==> config.mk <==
export PLATFORM = sky130hd
export DESIGN_NAME = gpio_expander_register_file
export DESIGN_NICKNAME = d
export VERILOG_FILES = /design/src/rtl/core/gpx_pkg.sv /design/src/rtl/core/gpx_controller.sv /design/src/rtl/core/gpx_datapath.sv /design/src/rtl/core/gpio_expander_register_file.sv
export SDC_FILE = /design/constraint.sdc
export NUM_CORES = 1
export LEC_CHECK = 0
export BUFFER_PORTS_ARGS = -buffer_cell sky130_fd_sc_hd__buf_2
export CELL_PAD_IN_SITES_DETAIL_PLACEMENT = 1
export CELL_PAD_IN_SITES_GLOBAL_PLACEMENT = 1
export CORE_ASPECT_RATIO = 1.5
export CORE_MARGIN = 2
export CORE_UTILIZATION = 30
export DETAILED_ROUTE_END_ITERATION = 16
export HOLD_SLACK_MARGIN = 0.08
export PLACE_DENSITY_LB_ADDON = 0.1
export SETUP_SLACK_MARGIN = 0.2
export SLEW_MARGIN = 10
export SYNTH_ARGS = -nofsm -noshare
export SYNTH_HDL_FRONTEND = slang
export SYNTH_SLANG_ARGS = --single-unit
export TNS_END_PERCENT = 5
==> constraint.sdc <==
create_clock -name clk -period 3.5 [get_ports clk]
set_input_delay 0.7 -clock clk [delete_from_list [all_inputs] [get_ports clk]]
set_output_delay 0.7 -clock clk [all_outputs]
set_load 0.02 [all_outputs]
==> src/rtl/core/gpx_pkg.sv <==
package gpx_pkg;

    localparam int unsigned PIN_COUNT  = 16;
    localparam int unsigned BYTE_W     = 8;
    localparam int unsigned CMD_W      = 8;
    localparam int unsigned MODE_W     = 2;
    localparam int unsigned CFG_IDX_W  = 2;

    localparam logic [MODE_W-1:0] MODE_READ  = 2'd0;
    localparam logic [MODE_W-1:0] MODE_WRITE = 2'd1;

    localparam logic [CMD_W-1:0] CMD_LAST = 8'd7;

    localparam logic [2:0] CMD_INPUT0    = 3'd0;
    localparam logic [2:0] CMD_INPUT1    = 3'd1;
    localparam logic [2:0] CMD_OUTPUT0   = 3'd2;
    localparam logic [2:0] CMD_OUTPUT1   = 3'd3;
    localparam logic [2:0] CMD_POLARITY0 = 3'd4;
    localparam logic [2:0] CMD_POLARITY1 = 3'd5;
    localparam logic [2:0] CMD_CONFIG0   = 3'd6;
    localparam logic [2:0] CMD_CONFIG1   = 3'd7;

    localparam logic [CFG_IDX_W-1:0] CFG_DIRECTION_MASK = 2'd0;
    localparam logic [CFG_IDX_W-1:0] CFG_VIRTUAL_MASK   = 2'd1;
    localparam logic [CFG_IDX_W-1:0] CFG_INITIAL_OUTPUT = 2'd2;

    localparam logic STATUS_OK      = 1'b0;
    localparam logic STATUS_INVALID = 1'b1;

    typedef enum logic [0:0] {
        ST_IDLE,
        ST_EXEC
    } ctrl_state_t;

    typedef struct packed {
        logic capture;
        logic execute;
    } dp_cmd_t;

endpackage

==> src/rtl/core/gpx_controller.sv <==
module gpx_controller (
    input  logic            clk,
    input  logic            rst_n,
    input  logic            start,
    output logic            busy,
    output logic            done,
    output gpx_pkg::dp_cmd_t cmd
);
    import gpx_pkg::*;

    ctrl_state_t state_reg;
    ctrl_state_t state_next;
    logic        done_reg;

    always_ff @(posedge clk or negedge rst_n)
    begin
        if (!rst_n)
        begin
            state_reg <= ST_IDLE;
            done_reg  <= 1'b0;
        end
        else
        begin
            state_reg <= state_next;
            done_reg  <= cmd.execute;
        end
    end

    always_comb
    begin
        state_next  = state_reg;
        cmd.capture = 1'b0;
        cmd.execute = 1'b0;
        unique case (state_reg)
            ST_IDLE:
            begin
                if (start)
                begin
                    cmd.capture = 1'b1;
                    state_next  = ST_EXEC;
                end
            end
            ST_EXEC:
            begin
                cmd.execute = 1'b1;
                state_next  = ST_IDLE;
            end
            default:
            begin
                state_next = ST_IDLE;
            end
        endcase
    end

    assign busy = (state_reg == ST_EXEC);
    assign done = done_reg;

`ifndef SYNTHESIS
    a_accept_goes_busy: assert property (@(posedge clk) disable iff (!rst_n)
        start && !busy |=> busy)
        else $error("An accepted transfer did not start execution.");

    a_exec_one_cycle: assert property (@(posedge clk) disable iff (!rst_n)
        busy |=> !busy && done)
        else $error("Execution did not finish in one cycle with a result strobe.");

    a_done_after_exec: assert property (@(posedge clk) disable iff (!rst_n)
        done |-> $past(busy))
        else $error("A result strobe appeared without a preceding execution.");
`endif

endmodule

==> src/rtl/core/gpx_datapath.sv <==
module gpx_datapath (
    input  logic                                  clk,
    input  logic                                  rst_n,
    input  gpx_pkg::dp_cmd_t                      cmd,
    input  logic                                  cfg_we,
    input  logic [gpx_pkg::CFG_IDX_W-1:0]         cfg_index,
    input  logic [gpx_pkg::PIN_COUNT-1:0]         cfg_data,
    input  logic [gpx_pkg::MODE_W-1:0]            mode,
    input  logic [gpx_pkg::CMD_W-1:0]             reg_index,
    input  logic [gpx_pkg::BYTE_W-1:0]            write_data,
    input  logic [gpx_pkg::PIN_COUNT-1:0]         pin_levels,
    output logic [gpx_pkg::BYTE_W-1:0]            read_data,
    output logic                                  status,
    output logic [gpx_pkg::PIN_COUNT-1:0]         pin_drive,
    output logic                                  interrupt_line
);
    import gpx_pkg::*;

    logic [PIN_COUNT-1:0] dir_reg;
    logic [PIN_COUNT-1:0] virt_reg;

    logic [PIN_COUNT-1:0] latch_reg;
    logic [PIN_COUNT-1:0] latch_next;
    logic [PIN_COUNT-1:0] pol_reg;
    logic [PIN_COUNT-1:0] pol_next;
    logic [PIN_COUNT-1:0] prev_reg;
    logic                 int_reg;
    logic                 int_next;

    logic [MODE_W-1:0]    mode_reg;
    logic [CMD_W-1:0]     cmd_reg;
    logic [BYTE_W-1:0]    wdata_reg;
    logic [PIN_COUNT-1:0] pins_reg;

    logic [BYTE_W-1:0]    rdata_reg;
    logic [BYTE_W-1:0]    rdata_next;
    logic                 status_reg;
    logic                 status_next;
    logic [PIN_COUNT-1:0] drive_reg;

    logic [PIN_COUNT-1:0] edges;
    logic                 port;
    logic                 is_read;
    logic [BYTE_W-1:0]    latch_byte;
    logic [BYTE_W-1:0]    pol_byte;
    logic [BYTE_W-1:0]    virt_byte;
    logic [BYTE_W-1:0]    dir_byte;
    logic [BYTE_W-1:0]    pins_byte;

    always_ff @(posedge clk)
    begin
        if (cmd.capture)
        begin
            mode_reg  <= mode;
            cmd_reg   <= reg_index;
            wdata_reg <= write_data;
            pins_reg  <= pin_levels;
        end
        if (cmd.execute)
        begin
            rdata_reg  <= rdata_next;
            status_reg <= status_next;
            drive_reg  <= latch_next & dir_reg & ~virt_reg;
        end
    end

    // The initial output value is only ever used to load the output latch.
    always_ff @(posedge clk or negedge rst_n)
    begin
        if (!rst_n)
        begin
            dir_reg   <= '0;
            virt_reg  <= '0;
            latch_reg <= '0;
            pol_reg   <= '0;
            prev_reg  <= '0;
            int_reg   <= 1'b0;
        end
        else
        begin
            if (cmd.execute)
            begin
                latch_reg <= latch_next;
                pol_reg   <= pol_next;
                prev_reg  <= pins_reg;
                int_reg   <= int_next;
            end
            else if (cfg_we)
            begin
                unique case (cfg_index)
                    CFG_DIRECTION_MASK: dir_reg <= cfg_data;
                    CFG_VIRTUAL_MASK:   virt_reg <= cfg_data;
                    CFG_INITIAL_OUTPUT: latch_reg <= cfg_data;
                    default: ;
                endcase
            end
        end
    end

    assign edges      = (pins_reg ^ prev_reg) & ~dir_reg & ~virt_reg;
    assign port       = cmd_reg[0];
    assign is_read    = (mode_reg == MODE_READ);
    assign latch_byte = port ? latch_reg[15:8] : latch_reg[7:0];
    assign pol_byte   = port ? pol_reg[15:8]   : pol_reg[7:0];
    assign virt_byte  = port ? virt_reg[15:8]  : virt_reg[7:0];
    assign dir_byte   = port ? dir_reg[15:8]   : dir_reg[7:0];
    assign pins_byte  = port ? pins_reg[15:8]  : pins_reg[7:0];

    always_comb
    begin
        latch_next  = latch_reg;
        pol_next    = pol_reg;
        int_next    = (edges != '0) ? 1'b0 : int_reg;
        rdata_next  = '0;
        status_next = STATUS_OK;
        if (mode_reg == MODE_READ || mode_reg == MODE_WRITE)
        begin
            if (cmd_reg > CMD_LAST)
            begin
                status_next = STATUS_INVALID;
            end
            else
            begin
                unique case (cmd_reg[2:0]) inside
                    CMD_INPUT0, CMD_INPUT1:
                    begin
                        if (is_read)
                        begin
                            rdata_next = ((latch_byte & virt_byte) | (pins_byte & ~virt_byte))
                                         ^ pol_byte;
                            int_next   = 1'b1;
                        end
                    end
                    CMD_OUTPUT0, CMD_OUTPUT1:
                    begin
                        if (is_read)
                            rdata_next = latch_byte;
                        else if (port)
                            latch_next = {wdata_reg, latch_reg[7:0]};
                        else
                            latch_next = {latch_reg[15:8], wdata_reg};
                    end
                    CMD_POLARITY0, CMD_POLARITY1:
                    begin
                        if (is_read)
                            rdata_next = pol_byte;
                        else if (port)
                            pol_next = {wdata_reg, pol_reg[7:0]};
                        else
                            pol_next = {pol_reg[15:8], wdata_reg};
                    end
                    CMD_CONFIG0, CMD_CONFIG1:
                    begin
                        if (is_read)
                            rdata_next = ~dir_byte;
                    end
                    default: ;
                endcase
            end
        end
    end

    assign read_data      = rdata_reg;
    assign status         = status_reg;
    assign pin_drive      = drive_reg;
    assign interrupt_line = int_reg;

endmodule

==> src/rtl/core/gpio_expander_register_file.sv <==
// A transfer is captured when start is seen in the idle state; in the execute state the result,
// status, pin drive and done are registered. No new transfer is accepted while busy (execute state);
// done is high for exactly one cycle and the receiver cannot stall it.
// Reset (rst_n, asynchronous, active low) clears all configuration registers, the output
// latch, polarity, previous pin levels and the interrupt state, and returns the controller to idle.
module gpio_expander_register_file (
    input  logic                                  clk,
    input  logic                                  rst_n,
    input  logic                                  cfg_we,
    input  logic [gpx_pkg::CFG_IDX_W-1:0]         cfg_index,
    input  logic [gpx_pkg::PIN_COUNT-1:0]         cfg_data,
    input  logic                                  start,
    output logic                                  busy,
    input  logic [gpx_pkg::MODE_W-1:0]            mode,
    input  logic [gpx_pkg::CMD_W-1:0]             reg_index,
    input  logic [gpx_pkg::BYTE_W-1:0]            write_data,
    input  logic [gpx_pkg::PIN_COUNT-1:0]         pin_levels,
    output logic                                  done,
    output logic [gpx_pkg::BYTE_W-1:0]            read_data,
    output logic                                  status,
    output logic [gpx_pkg::PIN_COUNT-1:0]         pin_drive,
    output logic                                  interrupt_line
);
    import gpx_pkg::*;

    dp_cmd_t cmd;

    gpx_controller u_controller (
        .clk   (clk),
        .rst_n (rst_n),
        .start (start),
        .busy  (busy),
        .done  (done),
        .cmd   (cmd)
    );

    gpx_datapath u_datapath (
        .clk            (clk),
        .rst_n          (rst_n),
        .cmd            (cmd),
        .cfg_we         (cfg_we),
        .cfg_index      (cfg_index),
        .cfg_data       (cfg_data),
        .mode           (mode),
        .reg_index      (reg_index),
        .write_data     (write_data),
        .pin_levels     (pin_levels),
        .read_data      (read_data),
        .status         (status),
        .pin_drive      (pin_drive),
        .interrupt_line (interrupt_line)
    );

endmodule

After elaboration in Yosys (flattened, before gate mapping)
Cells that the tools add are included.
- order comparisons: 1
- reduce and logical (&&, ||, !) cells: 17
- mux-type cells: 28
- bitwise gates (word level): 19
- equal/unequal tests: 10
- operators by type and width (operator ; count):
    $mux 16 ; 8
    $mux 8 ; 9
    $and 16x16->16 ; 4
    $not 16->16 ; 2
    $pmux 8 s4 ; 1
    $and 8x8->8 ; 2
    $not 8->8 ; 2
    $reduce_bool 16->1 ; 1
    $xor 16x16->16 ; 1
    $eq 3x3->1 const B ; 4
    $reduce_and 6->1 ; 2
    $reduce_or 2->1 ; 5
    $mux 1 ; 9
    $gt 8x3->1 const B ; 1
    $or 8x8->8 ; 1
    $xor 8x8->8 ; 1
    $eq 3x2->1 const B ; 2
    $not 1->1 ; 6
    $reduce_and 3->1 ; 2
    $eq 2x1->1 const B ; 2
    $logic_not 2->1 ; 2
    $reduce_bool 2->1 ; 2
    $eq 3x1->1 const B ; 1
    $logic_not 3->1 ; 1
    other kinds (4) ; 4
- logic and storage cells: 91
- register bits after elaboration: 142

Longest topological paths before layout
Gate-level depths: netlist (run 1).
- word-level depth: 9
- mapped depth: 7

Cells and area by module
Synthesis (run 1) repeated with hierarchy kept, for this count alone.
- cell total of the unflattened synthesis: 474
- area, all modules: 6565.0 sq um
- modules (own cells, without submodules) (module ; cells each ; instances ; seq. area each (sq um) ; area each (sq um)):
    gpx_datapath ; 469 ; 1 ; 3798.6 ; 6486.2
    gpx_controller ; 5 ; 1 ; 50.0 ; 78.8

Worst setup path before layout (run 1)
OpenSTA, ideal clock, no wires.
- path kind: reg-to-reg
- start point: register u_controller.state_reg (netlist: u_controller.busy)
- end point: register u_datapath.cmd_reg[0] (enable)
- clock period less this slack: 3.526 ns
- required time: 3.070 ns
- buffers on the path: 3
- cell stages (with the launch flop): 5
- setup slack: -0.026 ns
- data arrival time: 3.097 ns
- setup time: 0.430 ns
- cell sequence: dfrtp_1 clkbuf_1 clkbuf_1 buf_1 nor2b_1
- cells in the longest elaborated chain, start to end: 1
- ends and longest elaborated chain (item ; line ; RTL):
    from (decl) ; gpx_controller.sv:11 ; ctrl_state_t state_reg;
    from (signal assigned) ; gpx_controller.sv:24 ; state_reg <= state_next;
    $mux 1 ; gpx_controller.sv:34 ; unique case (state_reg)
    to (signal assigned) ; gpx_datapath.sv:55 ; cmd_reg <= reg_index;
    to (decl) ; gpx_datapath.sv:31 ; logic [CMD_W-1:0] cmd_reg;
No other way between the ends.
A chain may end at the register's enable or synchronous reset.

Final worst setup path (run 1)
- start point: register u_datapath.cmd_reg[6]
- end point: register u_datapath.drive_reg[14] (netlist: u_datapath.pin_drive[14]), data pin
- cells in the longest elaborated chain, start to end: 5
- ends and longest elaborated chain (item ; line ; RTL):
    $gt 8x3->1 ; gpx_datapath.sv:118 ; if (cmd_reg > CMD_LAST)
    $mux 16 ; gpx_datapath.sv:118 ;
    $mux 16 ; gpx_datapath.sv:116 ; if (mode_reg == MODE_READ || mode_reg == MODE_WRITE)
    $and 16x16->16 (2 in series) ; gpx_datapath.sv:63 ; drive_reg <= latch_next & dir_reg & ~virt_reg;
    to (signal assigned) ; gpx_datapath.sv:63 ;
    to (decl) ; gpx_datapath.sv:39 ; logic [PIN_COUNT-1:0] drive_reg;
No other way between the ends.

==> results.tsv, run 1 <==
stage	metric	value	unit
setup_path	CP Data Arrival Time	3.08	ns
floorplanning	Die Y	185.6	um
sta	Clock Skew	0.01231	ns
setup_path	Crit Path Class	flop to flop	
sta	final period utilization	0.8064	
clock_tree	Worst-Skew Late Latency	0.44	ns
synthesis	most common cell in the netlist	dfrtp_1	
sta	Slew HR	0.4519	
clock_tree	CTS root buf	clkbuf_16	
setup_path	CP max FO	9	
route	Final ANT Viol Nets	0	
sta	unrepaired setup endpoints after global routing	no	
synthesis	Post-synth ARST share	0.5845	
clock_tree	post-CTS sizing	0	
setup_path	critical path cell sequence	or4_1 -> or3_1 -> or3_2 -> mux2i_1 -> nor3b_1	
clock_tree	postcts setup bufs	0	
power	LEAKAGE	3.300	nW
layout	Ant. Diodes	0	
synthesis	Commonest cells post-synth	dfrtp_1 (83), mux2_2 (62), edfxtp_1 (59)	
setup_path	Worst path max stage delay	0.77	ns
clock_tree	CTS Sinks	142	
setup_path	Reg2Reg Setup Slack	0.68	ns
synthesis	synthesized instance count	463	
floorplanning	die width	125.1	um
setup_path	R2R Path Start	u_datapath.cmd_reg[6]	
route	post-DR vias/cell	5.164	
sta	worst-margin pin slew	0.8161	ns
clock_tree	CTS tree	yes	
sta	Final Critical Period	2.822	ns
floorplanning	total die area	23210	um2
route	drt drc	0	
synthesis	Post-synth top flop	dfrtp_1	
setup_path	Crit path required time	3.76	ns
clock_tree	clk buf depth	2	
sta	final setup fails	0	
clock_tree	Inserted Clock Buffers	17	
run	Max Cap Viol	0	
clock_tree	clk slew on worst S/H paths	0.06	ns
clock_tree	H-tree depth	4	
synthesis	Avg Cell Area, Syn	14.24	um2
synthesis	YS warnings	0	
synthesis	number of flops mapped to enable cells by yosys	59	
global_route	vias in the first global route	4865	
synthesis	Synth Cell Area	6594	um2
sta	Hold Violations, Final	0	
setup_path	Setup crit end kind	flop	
global_route	global-route usage over all layers	0.1698	
sta	Final Max Tran Viols	0	
route	WL final	18680	um
global_route	antenna violations before repair	0	
power	power per cell area	574.4	nW/um2
route	Starting DRT DRC Count	152	
status	status	complete, no violations	
route	DR top layer	met4	
synthesis	post-synthesis sequential area ratio	0.5837	
setup_path	critical path launch point type	flop	
setup_path	r2r worst-path depth	5	
floorplanning	Core Area	21640	um2
power	VDD IR-drop max	0.3438	mV
placed_design	Port Buf Inserts	83	
synthesis	synth top area cells	dfrtp_1 (31%), edfxtp_1 (27%), mux2_2 (11%), mux2i_1 (5.2%), nor3_1 (2.5%)	
global_route	total gr overflow	0	
setup_path	delay-heaviest family, CP	simple AND/OR/NAND/NOR gates	
synthesis	Synth cell types	39	
setup_path	Reg2Reg Capture Point	u_datapath.pin_drive[14]	
synthesis	post-synthesis register bit count	142	
floorplanning	Initial Util	0.3048	
synthesis	top cell type's share of synthesized area	0.3150	
synthesis	Mapped Nets	519	
power	total power	4.583	mW
route	WL per Instance	22.18	um
global_route	first-pass GRT wire length	29130	um
placed_design	Post-DP HPWL	12690	um
layout	share of post-route cells with drive strength above 1	0.4105	
setup_path	Slowest-stage cell, CP	or3_2	
setup_path	Worst Path Buf+Inv	0	
global_route	largest net degree at the start of global routing	51	
route	Met2 Wirelength	10100	um
min_path	Hold Crit Class	input pin to async pin	
floorplanning	# rows	66	
clock_tree	hold_buf cts	0	
route	total number of vias	4348	
placed_design	GPL Wtd Cong	0.7221	
layout	Filler Cell Count	2324	
layout	area delta synth->final	21.01	%
synthesis	largest area contributor in the netlist	dfrtp_1	
floorplanning	Ports	84	
sta	TNS Setup	0	ns
route	DR pass1 iterations	4	
route	wl on met1	7684	um
layout	NumNets Final	613	
sta	fmax	354.3	MHz
route	routed wl met3	508	um
## layout make-up
cell class              count  area (um2)  area share
well taps                 272       340.3     0.04265
flip-flops and latches    142        3850      0.4825
clock buffers              20       489.2     0.06131
clock inverters            12       101.3     0.01270
multi-input cells         285        2619      0.3282
repair buffers             98       530.5     0.06649
inverters                  13       48.80    0.006116
## per-stage QoR
stage               hold slack, ns  worst slack [ns]  area [um2]  utilization  std cells
floorplan                   0.4044            0.6219        6596            -        463
global placement            0.5110            0.7132        7388       0.3415        810
detailed placement          0.5204            0.6835        7388       0.3415        810
CTS                         0.3522            0.6648        7979       0.3688        842
global route                0.3813            0.5462        7979       0.3688        842
finish                      0.3272            0.6777        7979       0.3688        842
## routing by layer
layer  track usage  vias up
met5             0        -
met4       0.06711        0
met3       0.03421       24
met2        0.3065       69
met1        0.1977     2287
li1              -     1968
## power breakdown
part / internal (mW) / switching, mW
combinational: 0.320 / 0.308
clock: 1.08 / 0.751
sequential: 1.94 / 0.181
total: 3.34 / 1.24
## worst max path at each step
| stage | from | cells after the start | end | slack, ns |
|---|---|---|---|---|
| final | u_datapath.cmd_reg[6] | 5 | u_datapath.pin_drive[14] | 0.68 |
| after floorplan | u_controller.busy | 4 | u_datapath.cmd_reg[0] | 0.62 |
| after CTS | u_datapath.cmd_reg[6] | 5 | u_datapath.pin_drive[14] | 0.66 |
| after global placement | u_datapath.cmd_reg[6] | 5 | u_datapath.pin_drive[15] | 0.71 |
| after detailed placement | u_datapath.cmd_reg[6] | 5 | u_datapath.pin_drive[14] | 0.68 |
| after global routing | u_datapath.cmd_reg[6] | 5 | u_datapath.pin_drive[8] | 0.55 |
## cell usage in the layout (no fill, tap or decap), types with 4 or more instances in the layout
| cell | n |
|---|---|
| buf_2 | 82 |
| dfrtp_1 | 82 |
| mux2_2 | 62 |
| edfxtp_1 | 59 |
| mux2i_1 | 34 |
| nor3_1 | 33 |
| clkbuf_16 | 19 |
| xnor2_1 | 18 |
| or3_1 | 16 |
| buf_4 | 16 |
| nor3b_1 | 14 |
| o221a_2 | 14 |
| inv_1 | 13 |
| a211o_1 | 10 |
| a21oi_1 | 9 |
| mux2_4 | 8 |
| nor2_1 | 8 |
| a221oi_1 | 7 |
| mux4_2 | 7 |
| a211oi_1 | 5 |
| inv_4 | 5 |
| nand3_1 | 4 |
| and2_1 | 4 |
| o31ai_1 | 4 |
| nor4_1 | 4 |
## worst reg2reg max path, stage by stage, from the launching register on
cell and delay (ns):
edfxtp_1 0.35, or4_1 0.54, or3_1 0.53, or3_2 0.78, mux2i_1 0.21, nor3b_1 0.24
## cells by family (layout without fill, tap and decap cells)
family	count (synthesis)	count (layout)	share of synthesized area
compound gates	56	56	0.07381
mux	111	111	0.1996
flops	142	142	0.5837
buf+inv	36	143	0.02391
xor+xnor	18	18	0.02391
simple gates	100	100	0.09507
Note: power is estimated with default switching activity, not from simulation.
==> run 2: changes to the inputs <==
Settings changed: ABC_AREA set to 1.
Clock period 3.5 ns to 2.35 ns, I/O delays scaled along.
==> run 2 against run 1 <==
  * Flip-flop and latch count unchanged
  * Clock skew down 0.0069 ns
  * Power up 47%
  * Register-to-register slack worse by 0.23 ns
  * Clock power up 42%
  * Cell count up 40%
  * Synthesized area up 4.3%
  * Sequential share of layout area down 1.2 points
  * Critical path type is now flop to output port
==> results.tsv, run 2 <==
stage	metric	value	unit
layout	fin cells	1178	
clock_tree	post-CTS sizing	0	
power	clock power share	0.385	
synthesis	Post-synth top flop	dfrtp_1	
power	total net switching power	1.953	mW
route	WL final	21070	um
status	status	complete, no violations	
synthesis	synthesized instance count	800	
synthesis	most common cell in the netlist	nand2_1	
layout	most frequent cells in the layout	nand2_1 (240), inv_1 (97), o21ai_0 (88)	
synthesis	top cell type's share of synthesized area	0.3019	
sta	Hold Violations, Final	0	
layout	most common cell after layout, fill and taps aside	nand2_1	
layout	Filler Cell Count	2675	
layout	NumNets Final	945	
synthesis	number of flops mapped to enable cells by yosys	59	
placed_design	dpl cells	1145	
clock_tree	postcts setup bufs	0	
synthesis	Avg Cell Area, Syn	8.599	um2
sta	Clock Skew	0.005377	ns
placed_design	GPL Wtd Cong	0.8256	
sta	worst-margin pin slew	0.6086	ns
synthesis	YS warnings	0	
synthesis	post-synthesis sequential area ratio	0.5595	
floorplanning	# rows	67	
route	WL per Instance	17.88	um
synthesis	Post-synth ARST share	0.5845	
global_route	vias in the first global route	6122	
clock_tree	CTS Sinks	142	
floorplanning	Die Y	189.5	um
floorplanning	Initial Util	0.3062	
clock_tree	clk slew on worst S/H paths	0.06	ns
route	post-DR vias/cell	4.796	
route	DR pass1 iterations	4	
route	total number of vias	5650	
synthesis	main combinational cell family by area after synthesis	simple AND/OR/NAND/NOR gates	
setup_path	critical path launch point type	flop	
synthesis	Synth Area in Adders	0	
placed_design	Port Buf Inserts	83	
synthesis	post-synthesis compound-gate area fraction	0.1428	
global_route	total gr overflow	0	
power	VDD IR-drop max	0.5056	mV
clock_tree	Inserted Clock Buffers	17	
synthesis	Commonest cells post-synth	nand2_1 (240), inv_1 (97), o21ai_0 (88)	
floorplanning	die width	127.6	um
power	Sequential Power Share	0.462	
global_route	first-pass GRT wire length	33490	um
power	LEAKAGE	3.836	nW
setup_path	Setup crit end kind	output port	
layout	area delta synth->final	18.97	%
setup_path	Crit path required time	1.88	ns
power	power per cell area	825.4	nW/um2
clock_tree	Worst-Skew Late Latency	0.43	ns
synthesis	synth top area cells	dfrtp_1 (30%), edfxtp_1 (26%), nand2_1 (13%), o21ai_0 (6.4%), inv_1 (5.3%)	
clock_tree	H-tree depth	4	
global_route	largest net degree at the start of global routing	51	
sta	final setup fails	0	
power	Sw Ratio	0.2891	
layout	share of post-route cells with drive strength above 1	0.1940	
route	Final ANT Viol Nets	0	
power	Pint	4.802	mW
setup_path	CP Data Arrival Time	1.58	ns
power	total power	6.755	mW
setup_path	CP max FO	50	
global_route	antenna violations before repair	1	
route	Starting DRT DRC Count	187	
synthesis	post-synthesis register bit count	142	
layout	final core occ	0.3643	
sta	Slew HR	0.5943	
floorplanning	total die area	24180	um2
sta	final period utilization	0.8733	
synthesis	Mapped Nets	856	
min_path	Hold Crit Class	input pin to flop	
route	drt drc	0	
layout	Ant. Diodes	0	
synthesis	largest area contributor in the netlist	dfrtp_1	
placed_design	Post-DP HPWL	16090	um
run	Max Cap Viol	0	
clock_tree	CTS tree	yes	
sta	Final Max Tran Viols	0	
synthesis	Synth Cell Area	6879	um2
synthesis	Simple-Gate Fraction of Synth Area	0.2177	
sta	fmax	487.2	MHz
synthesis	Synth cell types	28	
clock_tree	hold_buf cts	1	
synthesis	post-synthesis mux area share	0	
setup_path	Crit Path Class	flop to output port	
clock_tree	clk buf depth	2	
floorplanning	Core Area	22470	um2
sta	unrepaired setup endpoints after global routing	no	
sta	Final Critical Period	2.052	ns
global_route	global-route usage over all layers	0.1837	
floorplanning	Ports	84	
clock_tree	CTS root buf	clkbuf_16	
power	combinational share of power	0.153	
synthesis	Synth Area in XOR/XNOR	0	
sta	TNS Setup	0	ns
run 2: cell count changes in the layout (fill, tap and decap cells not counted), sizes merged, moves of 14 or more:
cell   change
nand3     +46
nand2    +245
nor3b     -14
mux2      -70
xnor2     -18
inv       +83
o221a     -15
nor3      -33
mux2i     -34
nor2      +49
o21ai    +125
or3       -17
run 2: metrics by stage:
step           cell area, um2  hold slack [ns]  worst slack (ns)
6_report                 8184           0.2119            0.2977
5_1_grt                  8184           0.1880            0.2037
4_1_cts                  8184           0.1909            0.2676
3_5_place_dp             7617           0.4773            0.4573
3_3_place_gp             7617           0.4590            0.4954
2_1_floorplan            6888           0.1744            0.3519
run 2: layout make-up:
class | count | area (um2) | share of cell area
Clock buffer | 26 | 500.5 | 0.06115
Clock inverter | 6 | 56.30 | 0.006880
Inverter | 101 | 379.1 | 0.04632
Multi-Input combinational cell | 528 | 2487 | 0.3039
Sequential cell | 142 | 3850 | 0.4704
Tap cell | 276 | 345.3 | 0.04220
Timing Repair Buffer | 99 | 565.5 | 0.06910
run 2: worst paths after layout:
path | startpoint | endpoint | slack (ns) | cells after the start
max reg2reg | u_datapath.cmd_reg[0] | u_datapath.pin_drive[12] | 0.45 | 7
min reg2reg | u_datapath.interrupt_line | u_datapath.interrupt_line | 0.49 | 2
min | pin_levels[3] | u_datapath.pins_reg[3] | 0.21 | 1
min in group asynchronous | rst_n | u_datapath.pol_reg[13] | 0.59 | 2
max in group asynchronous | rst_n | u_datapath.dir_reg[13] | 1.04 | 3
max | u_controller.busy | busy | 0.30 | 2
run 2: routing by layer:
layer  vias to the layer above  global-route usage  part of all wire
met4                         0             0.07016             0.025
met3                        30             0.03278             0.027
li1                       2784                   -                 -
met5                         -                   0                 0
met1                      2756              0.2313              0.45
met2                        80              0.3124              0.50
run 2: kinds of logic (layout without fill, tap and decap cells):
| group | Yosys count | count (layout) |
|---|---|---|
| DFF | 142 | 142 |
| buffers and inverters | 130 | 232 |
| AOI/OAI and AO/OA | 165 | 165 |
| and+or+nand+nor | 363 | 363 |
run 2: power groups by stage:
stage | Sequential [mW] | Combinational, mW | Clock [mW]
2_1_floorplan | 3.12 | 0.645 | 0
3_3_place_gp | 3.15 | 1.00 | 0
3_5_place_dp | 3.17 | 1.05 | 0
4_1_cts | 3.12 | 1.06 | 2.68
5_1_grt | 3.16 | 1.20 | 2.80
6_report | 3.12 | 1.03 | 2.60
run 2: worst max-delay path: stages, from the launching register on:
cell and delay [ns]:
dfrtp_2 0.40, buf_4 0.45, buf_2 0.27
==> run 3: changes to the inputs <==
Settings changed: PLACE_DENSITY set to 0.72, PLACE_DENSITY_LB_ADDON 0.1 to not set, RECOVER_POWER set to 100.
==> run 3 against run 2 <==
  * Fmax shrank 3.2%
  * Global-route usage is 1.3 points lower
  * Flip-flop and latch count did not move
  * Critical path type unchanged
  * Clock skew grew 0.0045 ns
  * Die area unchanged
  * Sequential share of layout area is 0.54 points higher
  * Core utilization down 0.42 points
  * Clock power is 5% higher
  * Sequential power hardly changed
  * Critical endpoint unchanged
  * Hold slack worse by 0.00086 ns
  * Design area fell by 1.2%
  * Cell count is essentially flat
==> results.tsv, run 3 (synthesis gave the netlist of run 2 again) <==
stage	metric	value	unit
min_path	Hold Crit Class	input pin to flop	
clock_tree	CTS Sinks	142	
setup_path	Reg2Reg Setup Slack	0.34	ns
route	WL per Instance	16.76	um
power	power per cell area	841.9	nW/um2
sta	Slew HR	0.2808	
status	status	complete, no violations	
route	Final ANT Viol Nets	0	
placed_design	Post-DP HPWL	14660	um
sta	final setup fails	0	
sta	final period utilization	0.9018	
layout	Filler Cell Count	2699	
global_route	first-pass GRT wire length	31260	um
clock_tree	Worst-Skew Late Latency	0.43	ns
global_route	antenna violations before repair	0	
setup_path	Setup crit end kind	output port	
setup_path	critical path cell sequence	buf_4 -> clkbuf_1	
power	VDD IR-drop max	0.5677	mV
floorplanning	Initial Util	0.3062	
setup_path	Crit path required time	1.88	ns
floorplanning	Core Area	22470	um2
power	total power	6.810	mW
global_route	global-route usage over all layers	0.1705	
floorplanning	total die area	24180	um2
placed_design	DP Area	7622	um2
placed_design	GPL Wtd Cong	0.8355	
layout	FF/Latch Area	3849	um2
sta	unrepaired setup endpoints after global routing	no	
sta	fmax	471.9	MHz
clock_tree	H-tree depth	4	
floorplanning	Die Y	189.5	um
setup_path	CP Data Arrival Time	1.65	ns
layout	Multi-input gate area	2401	um2
floorplanning	Ports	84	
run	Max Cap Viol	0	
route	WL final	19730	um
sta	worst-margin pin slew	1.079	ns
route	DR pass1 iterations	4	
layout	most common cell after layout, fill and taps aside	nand2_1	
clock_tree	postcts setup bufs	0	
route	total number of vias	5614	
global_route	vias in the first global route	5838	
clock_tree	Inserted Clock Buffers	17	
layout	Finished Cell Area	8089	um2
setup_path	Worst path max stage delay	0.50	ns
sta	Hold Violations, Final	0	
global_route	total gr overflow	0	
route	routed wl met3	750	um
floorplanning	# rows	67	
layout	NumNets Final	944	
layout	share of post-route cells with drive strength above 1	0.1365	
clock_tree	CTS tree	yes	
floorplanning	die width	127.6	um
layout	area delta synth->final	17.59	%
route	post-DR vias/cell	4.770	
route	DR top layer	met4	
setup_path	critical path launch point type	flop	
sta	Final Critical Period	2.119	ns
power	LEAKAGE	3.727	nW
route	Starting DRT DRC Count	250	
global_route	largest net degree at the start of global routing	46	
setup_path	Crit Path Class	flop to output port	
layout	most frequent cells in the layout	nand2_1 (243), o21ai_0 (108), inv_1 (98)	
sta	Final Max Tran Viols	0	
clock_tree	clk slew on worst S/H paths	0.06	ns
route	wl on met1	8255	um
route	Met2 Wirelength	10310	um
clock_tree	clk buf depth	2	
route	drt drc	0	
sta	hold_ws	0.2111	ns
sta	TNS Setup	0	ns
setup_path	Slowest-stage cell, CP	dfrtp_1	
placed_design	Port Buf Inserts	83	
layout	Ant. Diodes	0	
clock_tree	CTS root buf	clkbuf_16	
sta	Clock Skew	0.009829	ns
setup_path	CP max FO	34	
run 3: changes by cell type in the layout (fill, tap and decap cells not counted), sizes merged:
| cell | delta |
|---|---|
| bufinv | -1 |
| clkbuf | +36 |
| clkinv | -2 |
| inv | +3 |
| buf | -37 |
run 3: critical path: cells and delay by family, from the launching register on:
family	cells	cell delay, ns
buf+inv	2	0.70
flops	1	0.50
run 3: through the flow:
| stage | util | cells | setup WS [ns] |
|---|---|---|---|
| final | 0.3600 | 1177 | 0.2309 |
| after global placement | 0.3393 | 1144 | 0.6257 |
| after global routing | 0.3600 | 1177 | 0.1382 |
| after floorplan | - | 800 | 0.3519 |
| after detailed placement | 0.3393 | 1144 | 0.5555 |
| after CTS | 0.3665 | 1177 | 0.3115 |
run 3: power breakdown:
group / total [mW] / internal, mW / switching [mW]
Sequential: 3.11 / 2.87 / 0.234
Combinational: 0.987 / 0.344 / 0.643
Clock: 2.72 / 1.66 / 1.06
run 3: worst paths after layout:
check	start	to	cells after the start
min in group asynchronous	rst_n	u_controller.done	2
min	pin_levels[13]	u_datapath.pins_reg[13]	1
max in group asynchronous	rst_n	u_datapath.pol_reg[5]	3
min reg2reg	u_datapath.pol_reg[0]	u_datapath.pol_reg[0]	2
max	u_controller.busy	busy	2
max reg2reg	u_datapath.cmd_reg[1]	u_datapath.pol_reg[1]	4
run 3: cell type report:
cell class | instances | area share
Sequential cell | 142 | 0.4758
Multi-Input combinational cell | 528 | 0.2968
Clock buffer | 26 | 0.06961
Timing Repair Buffer | 98 | 0.06357
Inverter | 101 | 0.04687
Tap cell | 276 | 0.04269
Clock inverter | 6 | 0.004640
run 3: per-layer routing:
metal / track usage / vias up
met4: 0.05959 / 0
met2: 0.3017 / 96
met3: 0.03815 / 31
met1: 0.2019 / 2704
met5: 0 / -
li1: - / 2783
run 3: repair_timing:
item                                   CTS  global route
hold buffers                             1             0
endpoints found under the hold margin   35             0
gates resized for setup                  0             0
